`src/hdl/blb_pkg.sv`:
```
// ----------------------------------------------------------------------------
// blb_pkg
// shared types and codes of the list bank
// ----------------------------------------------------------------------------
package blb_pkg;
    localparam logic [2:0] OP_CREATE = 3'd0;
    localparam logic [2:0] OP_PUSH   = 3'd1;
    localparam logic [2:0] OP_POP    = 3'd2;
    localparam logic [2:0] OP_DELETE = 3'd3;
    localparam logic [2:0] OP_READ   = 3'd4;
    localparam logic [2:0] OP_SORTED = 3'd5;

    localparam logic [3:0] ST_OK        = 4'd0;
    localparam logic [3:0] ST_BAD_LIST  = 4'd1;
    localparam logic [3:0] ST_BAD_SIZE  = 4'd2;
    localparam logic [3:0] ST_EXISTS    = 4'd3;
    localparam logic [3:0] ST_NO_MEMORY = 4'd4;
    localparam logic [3:0] ST_FULL      = 4'd5;
    localparam logic [3:0] ST_NO_LIST   = 4'd6;
    localparam logic [3:0] ST_EMPTY     = 4'd7;
    localparam logic [3:0] ST_NOT_FOUND = 4'd8;

    // list table updates from the controller
    localparam logic [1:0] TBL_CREATE = 2'd0;
    localparam logic [1:0] TBL_INC    = 2'd1;
    localparam logic [1:0] TBL_DEC    = 2'd2;
    localparam logic [1:0] TBL_NONE   = 2'd3;
endpackage

```
`src/hdl/blb_ctrl.sv`:
```
// ----------------------------------------------------------------------------
// blb_ctrl
// command sequencer of the list bank
// ----------------------------------------------------------------------------
module blb_ctrl import blb_pkg::*; #(
    parameter int MAX_DEPTH = 16
) (
    input  logic                            clk,
    input  logic                            rst_n,
    input  logic                            in_valid,
    output logic                            in_stall,
    output logic                            out_valid,
    input  logic                            out_stall,
    output logic [3:0]                      status,
    output logic                            has_data,
    output logic                            last,
    output logic                            sel_data,
    input  logic [2:0]                      opcode,
    input  logic [3:0]                      pre_status,
    input  logic [$clog2(MAX_DEPTH+1)-1:0]  fill,
    input  logic [$clog2(MAX_DEPTH+1)-1:0]  idx,
    input  logic                            found,
    input  logic                            sort_done,
    input  logic [2:0]                      op,
    output logic                            load,
    output logic                            tbl_wr,
    output logic [1:0]                      tbl_kind,
    output logic                            buf_wr,
    output logic                            mem_wr_push,
    output logic                            mem_wr_shift,
    output logic                            idx_clr,
    output logic                            idx_inc,
    output logic                            idx_pos,
    output logic                            match_clr,
    output logic                            match_chk,
    output logic                            sort_step,
    output logic                            sort_clr
);
    typedef enum logic [3:0] {
        S_IDLE, S_CHECK, S_COPY, S_COPY_END, S_DEL_SHIFT, S_SORT, S_EMIT_IDX,
        S_EMIT, S_RESULT
    } state_t;

    state_t     state_reg;
    logic [3:0] status_reg;
    logic [3:0] res_reg;     // status of a single result not yet offered
    logic       has_reg;
    logic       last_reg;
    logic       valid_reg;

    logic accept;
    logic done_copy;
    logic out_free;
    logic fire;

    assign in_stall  = (state_reg != S_IDLE);
    assign out_valid = valid_reg;
    assign status    = status_reg;
    assign has_data  = has_reg;
    assign last      = last_reg;
    assign sel_data  = has_reg;

    assign accept    = in_valid && (state_reg == S_IDLE) && (opcode <= OP_SORTED);
    assign done_copy = (idx == fill);
    // output register empty or being taken this cycle
    assign out_free  = !valid_reg || !out_stall;
    assign fire      = ((state_reg == S_EMIT) || (state_reg == S_RESULT)) && out_free;

    always_comb
    begin
        load = accept;
        tbl_wr = 1'b0; tbl_kind = TBL_NONE; buf_wr = 1'b0;
        mem_wr_push = 1'b0; mem_wr_shift = 1'b0; idx_clr = 1'b0; idx_inc = 1'b0;
        idx_pos = 1'b0;
        match_clr = 1'b0; match_chk = 1'b0; sort_step = 1'b0; sort_clr = 1'b0;
        case (state_reg)
            S_CHECK:
            begin
                idx_clr = 1'b1;
                match_clr = 1'b1;
                if (pre_status == ST_OK)
                begin
                    case (op)
                        OP_CREATE:
                        begin
                            tbl_wr = 1'b1;
                            tbl_kind = TBL_CREATE;
                        end
                        OP_PUSH:
                        begin
                            tbl_wr = 1'b1;
                            tbl_kind = TBL_INC;
                            mem_wr_push = 1'b1;
                        end
                        OP_POP:
                        begin
                            tbl_wr = 1'b1;
                            tbl_kind = TBL_DEC;
                        end
                        default: ;
                    endcase
                end
            end
            S_COPY:
            begin
                // read data of index idx-1 arrives now
                idx_inc = !done_copy;
                if (idx != '0)
                begin
                    buf_wr = 1'b1;
                    match_chk = 1'b1;
                end
            end
            S_COPY_END:
            begin
                idx_clr = (op != OP_SORTED) && (op != OP_DELETE);
                sort_clr = (op == OP_SORTED);
                // shift starts at the last match
                idx_pos = (op == OP_DELETE) && found;
            end
            S_DEL_SHIFT:
            begin
                if (idx + 1'b1 < fill)
                begin
                    mem_wr_shift = 1'b1;
                    idx_inc = 1'b1;
                end
                else
                begin
                    tbl_wr = 1'b1;
                    tbl_kind = TBL_DEC;
                end
            end
            S_SORT:
            begin
                if (!sort_done)
                    sort_step = 1'b1;
                else
                    idx_clr = 1'b1;
            end
            S_EMIT:
            begin
                idx_inc = out_free;
            end
            default: ;
        endcase
    end

    always_ff @(posedge clk or negedge rst_n)
    begin
        if (!rst_n)
        begin
            state_reg  <= S_IDLE;
            valid_reg  <= 1'b0;
            status_reg <= '0;
            res_reg    <= ST_OK;
            has_reg    <= 1'b0;
            last_reg   <= 1'b0;
        end
        else
        begin
            if (fire)
                valid_reg <= 1'b1;
            else if (valid_reg && !out_stall)
                valid_reg <= 1'b0;
            case (state_reg)
                S_IDLE:
                begin
                    if (accept)
                        state_reg <= S_CHECK;
                end
                S_CHECK:
                begin
                    if ((pre_status != ST_OK) || (op <= OP_POP) ||
                        ((op != OP_DELETE) && (fill == '0)))
                    begin
                        res_reg   <= pre_status;
                        state_reg <= S_RESULT;
                    end
                    else
                    begin
                        state_reg <= S_COPY;
                    end
                end
                S_COPY:
                begin
                    if (done_copy)
                        state_reg <= S_COPY_END;
                end
                S_COPY_END:
                begin
                    if (op == OP_DELETE)
                    begin
                        if (!found)
                        begin
                            res_reg   <= ST_NOT_FOUND;
                            state_reg <= S_RESULT;
                        end
                        else
                        begin
                            state_reg <= S_DEL_SHIFT;
                        end
                    end
                    else if (op == OP_SORTED)
                        state_reg <= S_SORT;
                    else
                        state_reg <= S_EMIT;
                end
                S_DEL_SHIFT:
                begin
                    if (!(idx + 1'b1 < fill))
                    begin
                        res_reg   <= ST_OK;
                        state_reg <= S_RESULT;
                    end
                end
                S_SORT:
                begin
                    if (sort_done)
                        state_reg <= S_EMIT;
                end
                S_EMIT:
                begin
                    if (fire)
                    begin
                        status_reg <= ST_OK;
                        has_reg    <= 1'b1;
                        last_reg   <= (idx + 1'b1 == fill);
                        if (idx + 1'b1 == fill)
                            state_reg <= S_EMIT_IDX;
                    end
                end
                S_EMIT_IDX:
                begin
                    // last entry handed over; wait for it to leave
                    if (out_free)
                        state_reg <= S_IDLE;
                end
                S_RESULT:
                begin
                    if (fire)
                    begin
                        status_reg <= res_reg;
                        has_reg    <= 1'b0;
                        last_reg   <= 1'b1;
                        state_reg  <= S_IDLE;
                    end
                end
                default: state_reg <= S_IDLE;
            endcase
        end
    end
endmodule

```
`config.mk`:
```
export PLATFORM = sky130hd
export DESIGN_NAME = blb_ctrl
export DESIGN_NICKNAME = d
export VERILOG_FILES = /design/src/hdl/blb_pkg.sv /design/src/hdl/blb_ctrl.sv
export SDC_FILE = /design/constraint.sdc
export NUM_CORES = 1
export LEC_CHECK = 0
export BUFFER_PORTS_ARGS = -buffer_cell sky130_fd_sc_hd__buf_4
export CORE_AREA = 2 2 60 62
export CTS_CLUSTER_DIAMETER = 50
export DETAILED_ROUTE_END_ITERATION = 12
export DIE_AREA = 0 0 62 64
export PLACE_DENSITY = 0.69
export SYNTH_ARGS = -nofsm -noshare
export SYNTH_HDL_FRONTEND = slang
export SYNTH_SLANG_ARGS = --single-unit
```
`constraint.sdc`:
```
create_clock -name clk -period 1.9 [get_ports clk]
set_input_delay 0.285 -clock clk [delete_from_list [all_inputs] [get_ports clk]]
set_output_delay 0.285 -clock clk [all_outputs]
set_load 0.02 [all_outputs]
```
==> run_results.csv <==
group,metric,value,unit
status,status,"finished with violations",
status,violations,"negative setup slack",
layout,final_nets,282,
synth,synthFlopType,"dfrtp_1",
cts,clock_path_buffers,2,
synth,synth-edff-count,0,
worst_setup_path,rr_worst_depth,7,
worst_setup_path,cp-end-kind,"output pin",
worst_setup_path,worstPathMaxFanout,5,
synth,postSynthRegisterBits,15,
global_routing,antenna_found_initial,0,
global_routing,grt_overflow,0,
synth,async_reset_ff_frac,1.00,
cts,clkLatencyLatePin,280,ps
layout,fin_area,2390,sq um
detailed_routing,dr_total_vias,1522,
worst_setup_path,cp_slowest_stage_delay,310,ps
synth,seq_area_frac_synth,0.291,
placement,hpwlAfterDp,3250,um
layout,area_growth,85.5,%
detailed_routing,drcViolationCount,0,
cts,path_clk_slew,80,ps
timing,hold_viol,0,
layout,final_util,0.729,
die,fp-row-count,21,
worst_setup_path,critPathBufInv,3,
synth,synth_cell_types,51,
worst_setup_path,required,1620,ps
cts,h-tree-depth,1,
hold_path,hold_path.class,"in2reg",
placement,port_buffers,47,
synth,synth_nets,177,
detailed_routing,wl,4290,um
worst_setup_path,worst-path-stages,12,
detailed_routing,drtAntennaViolNets,0,
detailed_routing,first_pass_iters,4,
placement,gp_congestion,0.852,
cts,cts.sinks,15,
die,die-width,62,um
pwr,internal-power,1.76,mW
pwr,leakage,1.15,nW
layout,antenna_cells,0,
layout,final_layout_size_suffix_gt1_frac,0.605,
worst_setup_path,cp_slowest_cell,"ha_1",
timing,finalSetupViolations,27,
pwr,p_sw,1.15,mW
pwr,worst_ir_drop_vdd,0.000540,V
pwr,power_per_cell_area,1220,nW/um^2
die,die_h,64,um
cts,cts_tree,"yes",
synth,avgSynthCellArea,8.97,sq um
synth,synth_area,1290,sq um
timing,max_slew_margin,0.772,
global_routing,grt_pass1_wl,6950,um
global_routing,grtUsageTotal,0.231,
pwr,pwr-share-comb,0.747,
timing,worst_pin_slew,342,ps
pwr,power,2.91,mW
die,die-area,3970,sq um
pwr,clock_power_share,0.061,
pwr,power_frac_seq,0.192,
flow_run,drv_cap,0,
detailed_routing,drtIter0Drc,80,
detailed_routing,viasPerCell,5.18,
timing,layout_min_cycle_time,2260,ps
detailed_routing,wl_per_cell,14.6,um
timing,final.period_utilization,1.19,
cts,root_buffer,"clkbuf_4",
hold_path,whs_path_depth,3,
timing,rsz0062_at_grt,"true",
global_routing,grt_pass1_vias,1518,
die,start_util,0.393,
timing,max_freq,0.443,GHz
die,num_io_pins,49,
timing,drv_slew,0,
worst_setup_path,crit_path_start_kind,"primary input",
worst_setup_path,crit_chain,"buf_8, ha_4, nand3_2, xnor2_1, ha_1, buf_6, a21oi_2, o211ai_1, a21oi_4, nor2_4, o41ai_4, buf_4",
global_routing,grt_max_degree,16,
timing,fin_hold_ws,267,ps
timing,final.setup_skew,6.31,ps
worst_setup_path,worstSetupPathType,"in2out",
placement,placed_area,2060,sq um
pwr,swShare,0.396,
worst_setup_path,cp_data_arrival_time,1970,ps
cts,cts_buffers,3,
worst_setup_path,path_delay_family,"compound AO/OA/AOI/OAI gates",
die,core_region_area,3280,sq um
synth,yosysWarnings,0,
synth,synthCells,144,
timing,worst_slack,-359,ps
-- cell usage in the layout, fill, tap and decap left out, types with 2 or more instances in the layout --
cell type  Yosys  final
nor3_1         5      2
nand2b_1       4      4
xnor2_1        3      3
o31ai_1        4      4
nor2_4         0      2
nand3_1        4      3
a21oi_2        2      2
dfrtp_1       15     11
nand2_1       12     10
nand2_2        0      2
mux2_4         2      2
or4_4          1      2
o21ai_2        0      4
a21oi_1       12     11
dfrtp_2        0      4
inv_1         13     12
nor2_1         7      5
xor2_1         2      2
nor2b_1        3      3
nor3_2         0      2
buf_4          3     80
buf_6          1     24
a22o_1         4      4
nor3b_1        3      2
clkbuf_4       0      3
ha_1           7      6
-- routing by layer --
layer	vias up	global-route usage	wire length, um
met5	-	0	0
met4	0	0.0559	59
met3	4	0.0142	183
met2	49	0.422	2380
met1	728	0.281	1660
li1	741	-	-
-- stage by stage --
stage / instances / TNS, ps / worst slack [ps]
2_1_floorplan: 144 / -1550 / -395
3_3_place_gp: 272 / -4480 / -542
3_5_place_dp: 272 / -5380 / -605
4_1_cts: 290 / -4270 / -341
5_1_grt: 294 / -8230 / -447
6_report: 294 / -5890 / -359
-- power by group through the flow --
stage               registers [mW]  clock network (mW)  logic (mW)
detailed placement           0.557                   0        1.72
global placement             0.552                   0        1.67
finish                       0.560               0.178        2.17
global route                 0.578               0.207        2.34
floorplan                    0.574                   0       0.924
CTS                          0.545               0.177        1.96
-- layout make-up --
type                            count  area [sq um]
Tap cell                           46          57.6
Sequential cell                    15           380
Multi-Input combinational cell    108           957
Clock buffer                        4          26.3
Fill cell                         253           890
Timing Repair Buffer              107           916
Inverter                           14          57.6
-- worst register-to-register path: cells and delay by family, from the launching register on --
kind            cells  cell delay [ps]
simple gates        2              840
compound gates      2              290
buf+inv             2              250
flops               1              450
mux                 1              300
-- synthesized netlist by cell type (2+ instances only) --
library cell | count | area (sq um)
dfrtp_1 | 15 | 375
inv_1 | 13 | 48.8
a21oi_2 | 2 | 17.5
o21ai_1 | 4 | 20.0
mux2_4 | 2 | 30.0
xnor2_1 | 3 | 26.3
o31ai_1 | 4 | 30.0
buf_2 | 3 | 15.0
or4_1 | 2 | 15.0
nor2_1 | 7 | 26.3
nand3_1 | 4 | 20.0
a21oi_1 | 12 | 60.1
nor2b_1 | 3 | 18.8
nor3_1 | 5 | 25.0
a22o_1 | 4 | 35.0
nand2_1 | 12 | 45.0
buf_4 | 3 | 22.5
ha_1 | 7 | 87.6
xor2_1 | 2 | 17.5
nand2b_1 | 4 | 25.0
nor3b_1 | 3 | 22.5
-- cells by family after synthesis --
logic type / count (synthesis) / share of synthesized area
AOI/OAI and AO/OA: 40 / 0.229
DFF: 15 / 0.291
muxes: 3 / 0.0310
buffers and inverters: 21 / 0.0785
xor gates and xnor gates: 5 / 0.0339
and+or+nand+nor: 53 / 0.269
adders and majority gates: 7 / 0.0678
-- path summary, 6_finish.rpt --
check / slack [ps] / end / from
max in group asynchronous: 1340 / state_reg[3] / rst_n
min: 270 / res_reg[0] / pre_status[0]
min in group asynchronous: 380 / out_valid / rst_n
max: -360 / tbl_kind[0] / idx[1]
max reg2reg: -340 / state_reg[2] / state_reg[1]
min reg2reg: 510 / status[0] / res_reg[0]
-- timing repair --
item,in CTS,in global routing
hold buffers,1,0
buffers inserted,13,5
pin swaps,17,3
endpoints found under the setup margin,20,29
resized for setup,26,24
endpoints found under the hold margin,15,0
Note: power is estimated with default switching activity, not from simulation.
